`config.mk`:
```
export PLATFORM = sky130hd
export DESIGN_NAME = fixed_string_line_filter
export DESIGN_NICKNAME = d
export VERILOG_FILES = /design/src/rtl/core/fslf_pkg.sv /design/src/rtl/core/fslf_cell.sv /design/src/rtl/core/fixed_string_line_filter.sv
export SDC_FILE = /design/constraint.sdc
export NUM_CORES = 1
export LEC_CHECK = 0
export BUFFER_PORTS_ARGS = -buffer_cell sky130_fd_sc_hd__buf_2
export CORE_MARGIN = 4
export CORE_UTILIZATION = 55
export DETAILED_ROUTE_END_ITERATION = 10
export PLACE_DENSITY_LB_ADDON = 0.1
export SLEW_MARGIN = 20
export SYNTH_ARGS = -nofsm -noshare
export SYNTH_HDL_FRONTEND = slang
export SYNTH_SLANG_ARGS = --single-unit
```
`constraint.sdc`:
```
create_clock -name clk -period 18.1 [get_ports clk]
set_input_delay 2.715 -clock clk [delete_from_list [all_inputs] [get_ports clk]]
set_output_delay 2.715 -clock clk [all_outputs]
set_load 0.05 [all_outputs]
```
`src/rtl/core/fslf_pkg.sv`:
```
// Shared types and constants of the fixed-string line filter.
package fslf_pkg;

  localparam int MAX_PATTERN = 16;
  localparam int MAX_LINE    = 1024;
  localparam int PAT_IDX_W   = $clog2(MAX_PATTERN);
  localparam int PAT_LEN_W   = $clog2(MAX_PATTERN + 1);
  localparam int LINE_CNT_W  = $clog2(MAX_LINE);

  localparam logic [7:0] NEWLINE_BYTE = 8'h0A;
  localparam logic [7:0] ZERO_BYTE    = 8'h00;

  localparam int PADDR_W = 5;
  localparam int PDATA_W = 64;

  typedef enum logic [1:0] {
    REG_PAT_LOW  = 2'd0,
    REG_PAT_HIGH = 2'd1,
    REG_PAT_LEN  = 2'd2,
    REG_INVERT   = 2'd3
  } reg_idx_t;

  typedef struct packed {
    logic [7:0] text_byte;
    logic       stream_end;
  } in_item_t;

  typedef struct packed {
    logic        line_selected;
    logic [31:0] line_number;
    logic [31:0] selected_count;
    logic        stream_done;
  } out_item_t;

  // Control handed from the accept stage to the verdict stage.
  typedef struct packed {
    logic                  searched;
    logic                  line_end;
    logic                  flush;
    logic                  emit;
    logic [LINE_CNT_W-1:0] line_len;
  } stage_ctl_t;

endpackage

```
`src/rtl/core/fslf_cell.sv`:
```
// One window cell: holds a text byte, passes it on, compares it to its pattern byte.
module fslf_cell (
  input  logic       clk,
  input  logic       shift_en,
  input  logic [7:0] byte_in,
  input  logic [7:0] pat_byte,
  input  logic       cmp_en,
  output logic [7:0] byte_out,
  output logic       eq_out
);

  logic [7:0] byte_r;
  logic [7:0] byte_nxt;

  assign byte_nxt = shift_en ? byte_in : byte_r;

  always_ff @(posedge clk) begin
    byte_r <= byte_nxt;
  end

  assign byte_out = byte_r;
  // cells outside the aligned pattern always agree
  assign eq_out   = !cmp_en || (byte_r == pat_byte);

endmodule

```
`src/rtl/core/fixed_string_line_filter.sv`:
```
// Top level of the fixed-string line filter: config regs, cell chain, verdict stage.
//
// Usage notes
// - in_valid/in_ready carry one transaction per text byte (in_data.text_byte), or a
//   stream-end marker (in_data.stream_end = 1) that flushes any partial line.
// - out_valid/out_ready carry one verdict transaction per finished line: selection,
//   line number, running selected count and a stream_done flag.
// - A line ends on a newline byte (which belongs to the line) or after 1023 bytes.
// - Throughput: one byte per cycle, sustained while the receiver keeps up. The verdict of
//   a line end is held in the verdict stage, then registered on the output.
// - The rate is set by the 16-cell window chain, which shifts once per accepted and
//   searched byte, and by the single verdict stage behind it.
// - When the receiver stalls, the output register holds its verdict and bytes keep
//   flowing through the verdict stage until the next line end (or a stream end that
//   flushes a partial line) reaches it; then in_ready drops until out_ready returns.
// - Reset (rst_n low, synchronous) clears config registers, line state, counters and
//   both pipeline valids. The user must write config over the APB port only while idle (unchecked).
module fixed_string_line_filter (
  input  logic                          clk,
  input  logic                          rst_n,
  // input channel
  input  logic                          in_valid,
  output logic                          in_ready,
  input  fslf_pkg::in_item_t            in_data,
  // result channel
  output logic                          out_valid,
  input  logic                          out_ready,
  output fslf_pkg::out_item_t           out_data,
  // configuration port
  input  logic                          psel,
  input  logic                          penable,
  input  logic                          pwrite,
  input  logic [fslf_pkg::PADDR_W-1:0]  paddr,
  input  logic [fslf_pkg::PDATA_W-1:0]  pwdata,
  output logic [fslf_pkg::PDATA_W-1:0]  prdata,
  output logic                          pready
);

  localparam int MaxPattern = fslf_pkg::MAX_PATTERN;
  localparam int IdxW       = fslf_pkg::PAT_IDX_W;
  localparam int LenW       = fslf_pkg::PAT_LEN_W;
  localparam int CntW       = fslf_pkg::LINE_CNT_W;
  localparam logic [CntW-1:0] LineLimit = CntW'(fslf_pkg::MAX_LINE - 1);
  localparam logic [LenW-1:0] PatFull   = LenW'(MaxPattern);

  // ---------------------------------------------------------------------------
  // Configuration registers
  // ---------------------------------------------------------------------------
  logic [63:0]     pat_low_r, pat_low_nxt;
  logic [63:0]     pat_high_r, pat_high_nxt;
  logic [4:0]      pat_len_r, pat_len_nxt;
  logic            invert_r, invert_nxt;
  logic            cfg_wr;
  fslf_pkg::reg_idx_t cfg_idx;

  assign pready  = 1'b1;
  assign cfg_wr  = psel && penable && pwrite;
  assign cfg_idx = fslf_pkg::reg_idx_t'(paddr[4:3]);

  always_comb begin
    pat_low_nxt  = pat_low_r;
    pat_high_nxt = pat_high_r;
    pat_len_nxt  = pat_len_r;
    invert_nxt   = invert_r;
    if (cfg_wr) begin
      unique case (cfg_idx)
        fslf_pkg::REG_PAT_LOW:  pat_low_nxt  = pwdata;
        fslf_pkg::REG_PAT_HIGH: pat_high_nxt = pwdata;
        fslf_pkg::REG_PAT_LEN:  pat_len_nxt  = pwdata[4:0];
        fslf_pkg::REG_INVERT:   invert_nxt   = pwdata[0];
        default: ;
      endcase
    end
  end

  always_comb begin
    unique case (cfg_idx)
      fslf_pkg::REG_PAT_LOW:  prdata = pat_low_r;
      fslf_pkg::REG_PAT_HIGH: prdata = pat_high_r;
      fslf_pkg::REG_PAT_LEN:  prdata = {59'd0, pat_len_r};
      fslf_pkg::REG_INVERT:   prdata = {63'd0, invert_r};
      default:                prdata = '0;
    endcase
  end

  always_ff @(posedge clk) begin
    if (!rst_n) begin
      pat_low_r  <= '0;
      pat_high_r <= '0;
      pat_len_r  <= '0;
      invert_r   <= 1'b0;
    end else begin
      pat_low_r  <= pat_low_nxt;
      pat_high_r <= pat_high_nxt;
      pat_len_r  <= pat_len_nxt;
      invert_r   <= invert_nxt;
    end
  end

  // ---------------------------------------------------------------------------
  // Effective pattern, right-aligned onto the cell chain. Registered: the user must only
  // change config while idle (unchecked), so the register lag is never seen by a byte.
  // ---------------------------------------------------------------------------
  logic [7:0]            pat_bytes [MaxPattern];
  logic [LenW-1:0]       len_sat;
  logic [LenW-1:0]       eff_len;
  logic [LenW-1:0]       eff_len_r;
  logic [7:0]            apat_nxt [MaxPattern];
  logic [7:0]            apat_r   [MaxPattern];
  logic [MaxPattern-1:0] amask_nxt, amask_r;

  always_comb begin
    for (int i = 0; i < MaxPattern; i++) begin
      if (i < 8) begin
        pat_bytes[i] = pat_low_r[8*(i%8) +: 8];
      end else begin
        pat_bytes[i] = pat_high_r[8*(i%8) +: 8];
      end
    end
  end

  assign len_sat = (5'(pat_len_r) > 5'(PatFull)) ? PatFull : LenW'(pat_len_r);

  // string is cut at its first zero byte
  always_comb begin
    eff_len = len_sat;
    for (int i = MaxPattern - 1; i >= 0; i--) begin
      if ((LenW'(i) < len_sat) && (pat_bytes[i] == fslf_pkg::ZERO_BYTE)) begin
        eff_len = LenW'(i);
      end
    end
  end

  // cell j compares against pattern byte j + len - MaxPattern
  always_comb begin
    logic [LenW:0] k;
    for (int j = 0; j < MaxPattern; j++) begin
      k            = (LenW + 1)'(j) + (LenW + 1)'(eff_len);
      amask_nxt[j] = (k >= (LenW + 1)'(MaxPattern));
      apat_nxt[j]  = pat_bytes[IdxW'(k - (LenW + 1)'(MaxPattern))];
    end
  end

  always_ff @(posedge clk) begin
    eff_len_r <= eff_len;
    amask_r   <= amask_nxt;
    apat_r    <= apat_nxt;
  end

  // ---------------------------------------------------------------------------
  // Accept stage: line bookkeeping and the window chain
  // ---------------------------------------------------------------------------
  logic              in_acc;
  logic [CntW-1:0]   line_len_r, line_len_nxt;
  logic              zero_seen_r, zero_seen_nxt;
  logic [CntW-1:0]   len_inc;
  logic              zero_now;
  logic              searched;
  logic              line_end;
  fslf_pkg::stage_ctl_t acc_ctl;

  assign in_acc   = in_valid && in_ready;
  assign len_inc  = line_len_r + CntW'(1);
  assign zero_now = zero_seen_r || (in_data.text_byte == fslf_pkg::ZERO_BYTE);
  assign searched = !in_data.stream_end && !zero_now;
  assign line_end = !in_data.stream_end &&
                    ((in_data.text_byte == fslf_pkg::NEWLINE_BYTE) || (len_inc >= LineLimit));

  always_comb begin
    acc_ctl.searched = searched;
    acc_ctl.line_end = line_end;
    acc_ctl.flush    = in_data.stream_end;
    acc_ctl.emit     = line_end || (in_data.stream_end && (line_len_r != '0));
    acc_ctl.line_len = len_inc;
  end

  always_comb begin
    line_len_nxt  = line_len_r;
    zero_seen_nxt = zero_seen_r;
    if (in_acc) begin
      if (in_data.stream_end || line_end) begin
        line_len_nxt  = '0;
        zero_seen_nxt = 1'b0;
      end else begin
        line_len_nxt  = len_inc;
        zero_seen_nxt = zero_now;
      end
    end
  end

  always_ff @(posedge clk) begin
    if (!rst_n) begin
      line_len_r  <= '0;
      zero_seen_r <= 1'b0;
    end else begin
      line_len_r  <= line_len_nxt;
      zero_seen_r <= zero_seen_nxt;
    end
  end

  // Bytes enter at the top cell and move one cell down per searched byte.
  // Stale bytes from older lines are masked by the line length check.
  logic [MaxPattern:0][7:0] chain;
  logic [MaxPattern-1:0]    cell_eq;
  logic                     shift_en;

  assign shift_en          = in_acc && searched;
  assign chain[MaxPattern] = in_data.text_byte;

  for (genvar g = 0; g < MaxPattern; g++) begin : g_cell
    fslf_cell u_cell (
      .clk      (clk),
      .shift_en (shift_en),
      .byte_in  (chain[g+1]),
      .pat_byte (apat_r[g]),
      .cmp_en   (amask_r[g]),
      .byte_out (chain[g]),
      .eq_out   (cell_eq[g])
    );
  end

  // ---------------------------------------------------------------------------
  // Verdict stage
  // ---------------------------------------------------------------------------
  logic                 s1_valid_r, s1_valid_nxt;
  fslf_pkg::stage_ctl_t s1_ctl_r;
  logic                 line_hit_r, line_hit_nxt;
  logic [31:0]          line_cnt_r, line_cnt_nxt;
  logic [31:0]          sel_cnt_r, sel_cnt_nxt;
  logic                 out_valid_r, out_valid_nxt;
  fslf_pkg::out_item_t  out_data_r, out_data_nxt;
  logic                 out_free;
  logic                 s1_move;
  logic                 win_hit;
  logic                 hit;
  logic                 sel;
  logic [31:0]          line_num;
  logic [31:0]          sel_num;

  assign out_free = !out_valid_r || out_ready;
  assign s1_move  = s1_valid_r && (out_free || !s1_ctl_r.emit);
  assign in_ready = !s1_valid_r || s1_move;

  assign win_hit  = s1_ctl_r.searched && (eff_len_r != '0) &&
                    (s1_ctl_r.line_len >= CntW'(eff_len_r)) && (&cell_eq);
  assign hit      = line_hit_r || win_hit || (eff_len_r == '0);
  assign sel      = hit != invert_r;
  assign line_num = (line_cnt_r == '1) ? line_cnt_r : line_cnt_r + 32'd1;
  assign sel_num  = (sel && (sel_cnt_r != '1)) ? sel_cnt_r + 32'd1 : sel_cnt_r;

  always_comb begin
    s1_valid_nxt  = s1_valid_r;
    line_hit_nxt  = line_hit_r;
    line_cnt_nxt  = line_cnt_r;
    sel_cnt_nxt   = sel_cnt_r;
    out_valid_nxt = out_valid_r;
    out_data_nxt  = out_data_r;

    if (out_valid_r && out_ready) begin
      out_valid_nxt = 1'b0;
    end

    if (s1_move) begin
      s1_valid_nxt = 1'b0;
      if (s1_ctl_r.emit) begin
        out_valid_nxt              = 1'b1;
        out_data_nxt.line_selected = sel;
        out_data_nxt.line_number   = line_num;
        out_data_nxt.selected_count = sel_num;
        out_data_nxt.stream_done   = s1_ctl_r.flush;
        line_cnt_nxt               = line_num;
        sel_cnt_nxt                = sel_num;
      end
      if (s1_ctl_r.emit || s1_ctl_r.flush) begin
        line_hit_nxt = 1'b0;
      end else begin
        line_hit_nxt = line_hit_r || win_hit;
      end
      if (s1_ctl_r.flush) begin
        line_cnt_nxt = '0;
        sel_cnt_nxt  = '0;
      end
    end

    if (in_acc) begin
      s1_valid_nxt = 1'b1;
    end
  end

  always_ff @(posedge clk) begin
    if (!rst_n) begin
      s1_valid_r  <= 1'b0;
      line_hit_r  <= 1'b0;
      line_cnt_r  <= '0;
      sel_cnt_r   <= '0;
      out_valid_r <= 1'b0;
    end else begin
      s1_valid_r  <= s1_valid_nxt;
      line_hit_r  <= line_hit_nxt;
      line_cnt_r  <= line_cnt_nxt;
      sel_cnt_r   <= sel_cnt_nxt;
      out_valid_r <= out_valid_nxt;
    end
  end

  always_ff @(posedge clk) begin
    if (in_acc) begin
      s1_ctl_r <= acc_ctl;
    end
    out_data_r <= out_data_nxt;
  end

  assign out_valid = out_valid_r;
  assign out_data  = out_data_r;

endmodule
```
### Word level (Yosys, flattened, before mapping)

Index checks and enable logic that the tools add are counted.

| word-level totals | value |
|---|---|
| flip-flop bits (word level) | 568 |
| bits of input ports | 85 |
| word-level logic and storage cells | 363 |

| operators by class | value |
|---|---|
| $add $sub $neg | 34 |
| order comparisons | 51 |
| equality and inequality tests | 23 |
| muxes and demuxes | 80 |
| bitwise logic cells | 16 |
| reduce and logical (&&, ||, !) cells | 106 |

Operators by type and width:

| operator | number |
|---|---|
| $bmux 8 s4 | 16 |
| $mux 8 | 32 |
| $pmux 64 s4 | 1 |
| $mux 32 | 6 |
| $logic_not 8->1 | 17 |
| $eq 8x8->1 | 16 |
| $ge 6x5->1 const B | 15 |
| $ge 5x5->1 const B | 17 |
| $mux 5 | 17 |
| $not 4->5 | 16 |
| $add 32x1->32 const B | 2 |
| $sub 4x1->4 const B | 16 |
| $add 4x5->6 const A | 8 |
| $lt 4x5->1 const A | 8 |
| $eq 32x32->1 const B | 1 |
| $ne 32x32->1 const B | 1 |
| $logic_and 1x1->1 | 29 |
| $logic_or 1x1->1 | 26 |
| $add 3x5->6 const A | 4 |
| $logic_not 1->1 | 21 |
| $lt 3x5->1 const A | 4 |
| $reduce_and 16->1 | 1 |
| $add 2x5->6 const A | 2 |
| $reduce_and 2->1 | 6 |
| 18 further kinds | 28 |

### Longest topological paths before layout

| logic depth | value |
|---|---|
| word-level depth | 26 |
| gate-level depth with buffers | 18 |
| depth with buffers taken out | 15 |

### Hierarchy

Synthesis repeated with hierarchy kept, for this count alone.

| unflattened totals | value |
|---|---|
| cells, all modules | 2728 |
| area total of the unflattened synthesis | 28944.0 um^2 |

Modules (own cells, without submodules):

| module | instances | cells each | area each (um^2) | sequential area each (um^2) |
|---|---|---|---|---|
| fixed_string_line_filter | 1 | 2424 | 23699.0 | 9599.2 |
| fslf_cell | 16 | 19 | 327.8 | 240.2 |

### Worst setup path before layout

OpenSTA, ideal clock, no wires.

| timing path | value |
|---|---|
| kind | input port to flip-flop |
| from | input out_ready |
| to | register g_cell[0].u_cell.byte_r[0] (enable) |
| library setup time | 0.943 ns |
| arrival | 15.663 ns |
| data required time | 17.157 ns |
| path slack | 1.493 ns |
| stages | 5 |
| path buffers | 1 |
| cell sequence | nor2b_1 > nand3_1 > nand2_1 > clkbuf_1 > nor4_1 |

| between the ends | value |
|---|---|
| cells in the longest elaborated chain, start to end | 6 |

RTL lines:

| element | RTL line | RTL |
|---|---|---|
| start, declared | fixed_string_line_filter.sv:27 | `input logic out_ready,` |
| $logic_or 1x1->1 | fixed_string_line_filter.sv:240 | `assign out_free = !out_valid_r \|\| out_ready;` |
| $logic_or 1x1->1 | fixed_string_line_filter.sv:241 | `assign s1_move = s1_valid_r && (out_free \|\| !s1_ctl_r.emit);` |
| $logic_and 1x1->1 | fixed_string_line_filter.sv:241 |  |
| $logic_or 1x1->1 | fixed_string_line_filter.sv:242 | `assign in_ready = !s1_valid_r \|\| s1_move;` |
| net in_ready | fixed_string_line_filter.sv:23 | `output logic in_ready,` |
| $logic_and 1x1->1 | fixed_string_line_filter.sv:162 | `assign in_acc = in_valid && in_ready;` |
| $logic_and 1x1->1 | fixed_string_line_filter.sv:207 | `assign shift_en = in_acc && searched;` |
| net g_cell[0].u_cell.shift_en | fslf_cell.sv:4 | `input logic shift_en,` |
| end signal, assigned | fslf_cell.sv:18 | `byte_r <= byte_nxt;` |
| end, declared | fslf_cell.sv:12 | `logic [7:0] byte_r;` |

The timed path passes the listed nets, and every way through them passes these cells.
A chain may end at the register's enable or synchronous reset.

### Worst setup path in the final report

| timing path | value |
|---|---|
| from | input paddr[3] in the netlist's numbering |
| to | output prdata[41] in the netlist's numbering |

| between the ends | value |
|---|---|
| cells in the longest elaborated chain, start to end | 2 |
| elaborated cells between the ends (all ways) | 5 |
| those cells by class | eq/ne (3); mux (1); reduce/logical (1) |

RTL lines:

| element | RTL line | RTL |
|---|---|---|
| start, declared | fixed_string_line_filter.sv:33 | `input logic [fslf_pkg::PADDR_W-1:0] paddr,` |
| $eq 2x2->1 (tied with other cells) | fixed_string_line_filter.sv:77 | `unique case (cfg_idx)` |
| $pmux 64 s4 * | fixed_string_line_filter.sv:77 |  |
| end, declared | fixed_string_line_filter.sv:35 | `output logic [fslf_pkg::PDATA_W-1:0] prdata,` |

Every way passes the cells marked *; elsewhere a longest branch is shown, timed or not.

==> summary.txt <==
Global routing
  – Vias in the first global route: 21700
  – Global route overflow: 0
  – Largest net degree at the start of global routing: ~120
  – Initial antenna violation count: 6
  – Gr usage total: 0.325
  – Global-route wire length before repair: around 140 mm

Floorplanning
  – I/O pins: around 220
  – Die area: 55300 um^2
  – Vert. Die Dim: 235 um
  – Die width: around 240 um
  – Rows: 83
  – Core area: about 50000 um^2
  – Starting Density: 0.555

Detailed routing
  – Via-to-Cell Ratio: about 6.3
  – WL/cell: ~25 um
  – DRC viols: 0
  – Pre-antenna DRT Iters: 6
  – ANT nets after route: 0
  – Final wirelength: about 95 mm
  – DR iter-0 viols: just under 3000
  – Via count: roughly 23000

Synthesis
  – Post-synthesis simple-gate area fraction: 0.138
  – Synth async-reset ratio: 0
  – Sequential-to-total area share from yosys stat: 0.473
  – Syn Inst Count: a little under 3000
  – Post-synthesis mux area share: 0.123
  – Avg Cell Area, Syn: about 9.9 um^2
  – XOR/XNOR share of the synthesized area: 0.0665
  – Main flop type after synthesis: dfxtp_1
  – Ys Warns: 0
  – Cell with the most instances after synthesis: nand2_1
  – Yosys cell types: 75
  – Largest family of logic cells by synthesized area: compound AO/OA/AOI/OAI gates
  – Area leader, netlist: dfxtp_1
  – Flops & latches, synth: 568
  – Number of synthesized flops with an enable pin: 207
  – Synth Area in Compound Gates: 0.155
  – Mapped Nets: 2988
  – Area of the mapped netlist: between 20000 and 30000 um^2
  – Post-synthesis adder-cell area fraction: 0.00969
  – Top area cells in the synthesized netlist: dfxtp_1 25%, edfxtp_1 22%, mux2i_1 9.7%
  – Top cells by count, synth: 469 x nand2_1, 361 x dfxtp_1, 274 x mux2i_1
  – Area fraction of the dominant cell type after synthesis: 0.254

Job
  – Number of max-cap violations: 0

Clock tree
  – CTS root buffer: clkbuf_16
  – TritonCTS clock tree: built
  – Reg clk slew, reported paths: 0.06 ns
  – Max Buffers Root-to-Sink: 3
  – Number of buffers created by CTS: 56
  – CTS resizes: 0
  – Worst-Skew Late Latency: around 0.63 ns
  – Post-CTS Repair Setup Buffers: 0
  – Post-CTS Hold Fix Bufs: 0
  – CTS sink cnt: 568
  – H-tree depth: 2

Worst setup path
  – Reg2reg end: apat_r[114]$_DFF_P_
  – Worst Setup SP: paddr[3]
  – CP cell instances: buf_4, buf_4, mux2i_1, nor2_1, buf_2
  – Most used cell, CP: buf_4
  – Buf/Inv on CP: 3
  – CP max stage delay: around 0.68 ns
  – Max stage delay cell, worst path: buf_4
  – Worst EP arrival: 4.59 ns
  – Worst setup SP type: input port
  – Crit Path Category: in2out
  – Critical path capture point type: output port
  – Worst reg-to-reg path cell count: 12
  – Stages on the worst setup path: 5
  – Crit path max-delay family: buffers and inverters
  – Critical Path Fanout Max: 44
  – Data required, critical path: 15.39 ns
  – Setup slack on the worst flop-to-flop path: 12.64 ns
  – Crit Reg-Reg Startpoint: pat_low_r[16]$_SDFFE_PN0P_

STA
  – Clock skew: between 0.03 and 0.04 ns
  – Unrepaired setup endpoints after global routing: false
  – Slew @ Worst Pin: 1.17 ns
  – Setup TNS Final: 0 ns
  – Final Hold Viols: 0
  – Fmax achieved: between 100 and 150 MHz
  – Hold_ws: 0.452 ns
  – Finish-stage setup viols: 0
  – Final slew viol count: 0
  – Tmin final: 7.31 ns
  – Max transition margin: 0.219
  – Final Cycle Share: 0.404
  – Final worst slack: roughly 11 ns

Power
  – P_int: 2.33 mW
  – Gate power share: 0.195
  – Peak supply drop: about 0.076 mV
  – Clock network fraction of total power: 0.364
  – Leak: around 13 nW
  – Share of power burned in registers: 0.441
  – Sw power: just under 1 mW
  – Sw frac: 0.292
  – Pwr dens: about 100 nW/um^2

Min path
  – Cells on Worst Hold Path: 2
  – Hold Path Class: reg2reg
  – Hold Path End: line_cnt_r[7]$_SDFFE_PN0P_
  – Worst hold path startpoint: line_cnt_r[7]$_SDFFE_PN0P_

Place
  – DP Worst Slack: between 10 and 15 ns
  – DP HPWL: slightly below 70 mm
  – GPL Wtd Cong: 1.01
  – Input/output buffers: approximately 210

Finish
  – Fin nets: slightly above 3000
  – Layout cells sized above 1: 0.141
  – Fin util: 0.620
  – Layout area overhead: 11.8%

Run status
  – Status: complete, no violations
[per-stage QoR]
stage / std cells / power [mW] / area [um^2]
2_1_floorplan: 2881 / 1.91 / 28400
5_1_grt: 3725 / 3.40 / 31800
3_3_place_gp: 3618 / 2.08 / 29800
6_report: 3727 / 3.29 / 31800
3_5_place_dp: 3618 / 2.10 / 29800
4_1_cts: 3724 / 3.29 / 31700
[worst register-to-register path, stage by stage, from the launching register on]
cell and delay, ns:
dfxtp_1 0.38, nor4_1 0.63, o211ai_1 0.35, nand4_1 0.26, a2111oi_4 0.09, a221oi_4 0.32
buf_4 0.63, buf_4 0.97, nor2b_1 0.18, xnor2_1 0.37, and2_1 0.66, a22oi_1 0.20
nand2_1 0.30
[final cells by class]
type                       count  area [um^2]
timing repair buffer         244         1300
fill                        4233        19400
tap                          680          851
multi-input combinational   2093        14100
antenna                        3         7.51
clock inverter                17          265
sequential                   568        13400
inverter                      33          124
clock buffer                  89         1660
[kinds of logic after synthesis]
family | count (synthesis)
buf+inv | 220
xor+xnor | 214
simple gates | 892
other cells | 1
compound gates | 625
mux | 339
flops | 568
fa+ha+maj | 22
[flip-flops by register name (all words and copies together), names as in the netlist, 13 cells and up]
register                cells
sel_cnt_r                  32
line_cnt_r                 32
pat_high_r                 64
out_data                   66
apat_r                    128
pat_low_r                  64
s1_ctl_r                   13
amask_r                    16
g_cell.u_cell.byte_out    128
[how the worst max path moves through the flow]
stage / end / slack, ns
detailed placement: prdata[3] / 10.82
global placement: prdata[3] / 10.84
global route: prdata[1] / 10.72
finish: prdata[41] / 10.79
CTS: prdata[3] / 10.83
floorplan: g_cell[0].u_cell.byte_out[0]$_DFFE_PP_ / 1.49
[placed cells by master (no fill, tap or decap), types with 29 or more instances in the layout]
master,Yosys,final
a21boi_0,136,136
a21oi_1,70,69
a221oi_1,32,32
a22oi_1,162,162
a31oi_1,32,32
and3_1,31,31
buf_2,28,211
buf_4,4,33
clkbuf_16,0,57
dfxtp_1,361,361
edfxtp_1,207,207
inv_1,31,30
mux2_2,52,52
mux2i_1,274,274
nand2_1,469,468
nand3_1,41,41
nand4_1,46,46
nor2_1,175,169
nor3_1,31,29
nor4_1,32,30
o21ai_0,71,71
o22ai_1,32,32
xnor2_1,173,173
xor2_1,39,39
[layer usage]
metal / global-route usage / wire, um
met1: 0.469 / 40800
met3: 0.0619 / 8470
met2: 0.494 / 41800
met5: 0 / 23
met4: 0.108 / 3490
[power groups by stage]
| stage | Combinational [mW] | Sequential [mW] | Clock (mW) |
|---|---|---|---|
| floorplan | 0.437 | 1.47 | 0 |
| global placement | 0.609 | 1.48 | 0 |
| detailed placement | 0.618 | 1.48 | 0 |
| CTS | 0.621 | 1.45 | 1.22 |
| global route | 0.677 | 1.46 | 1.26 |
| finish | 0.643 | 1.45 | 1.20 |
(Power assumes the default switching activity.)
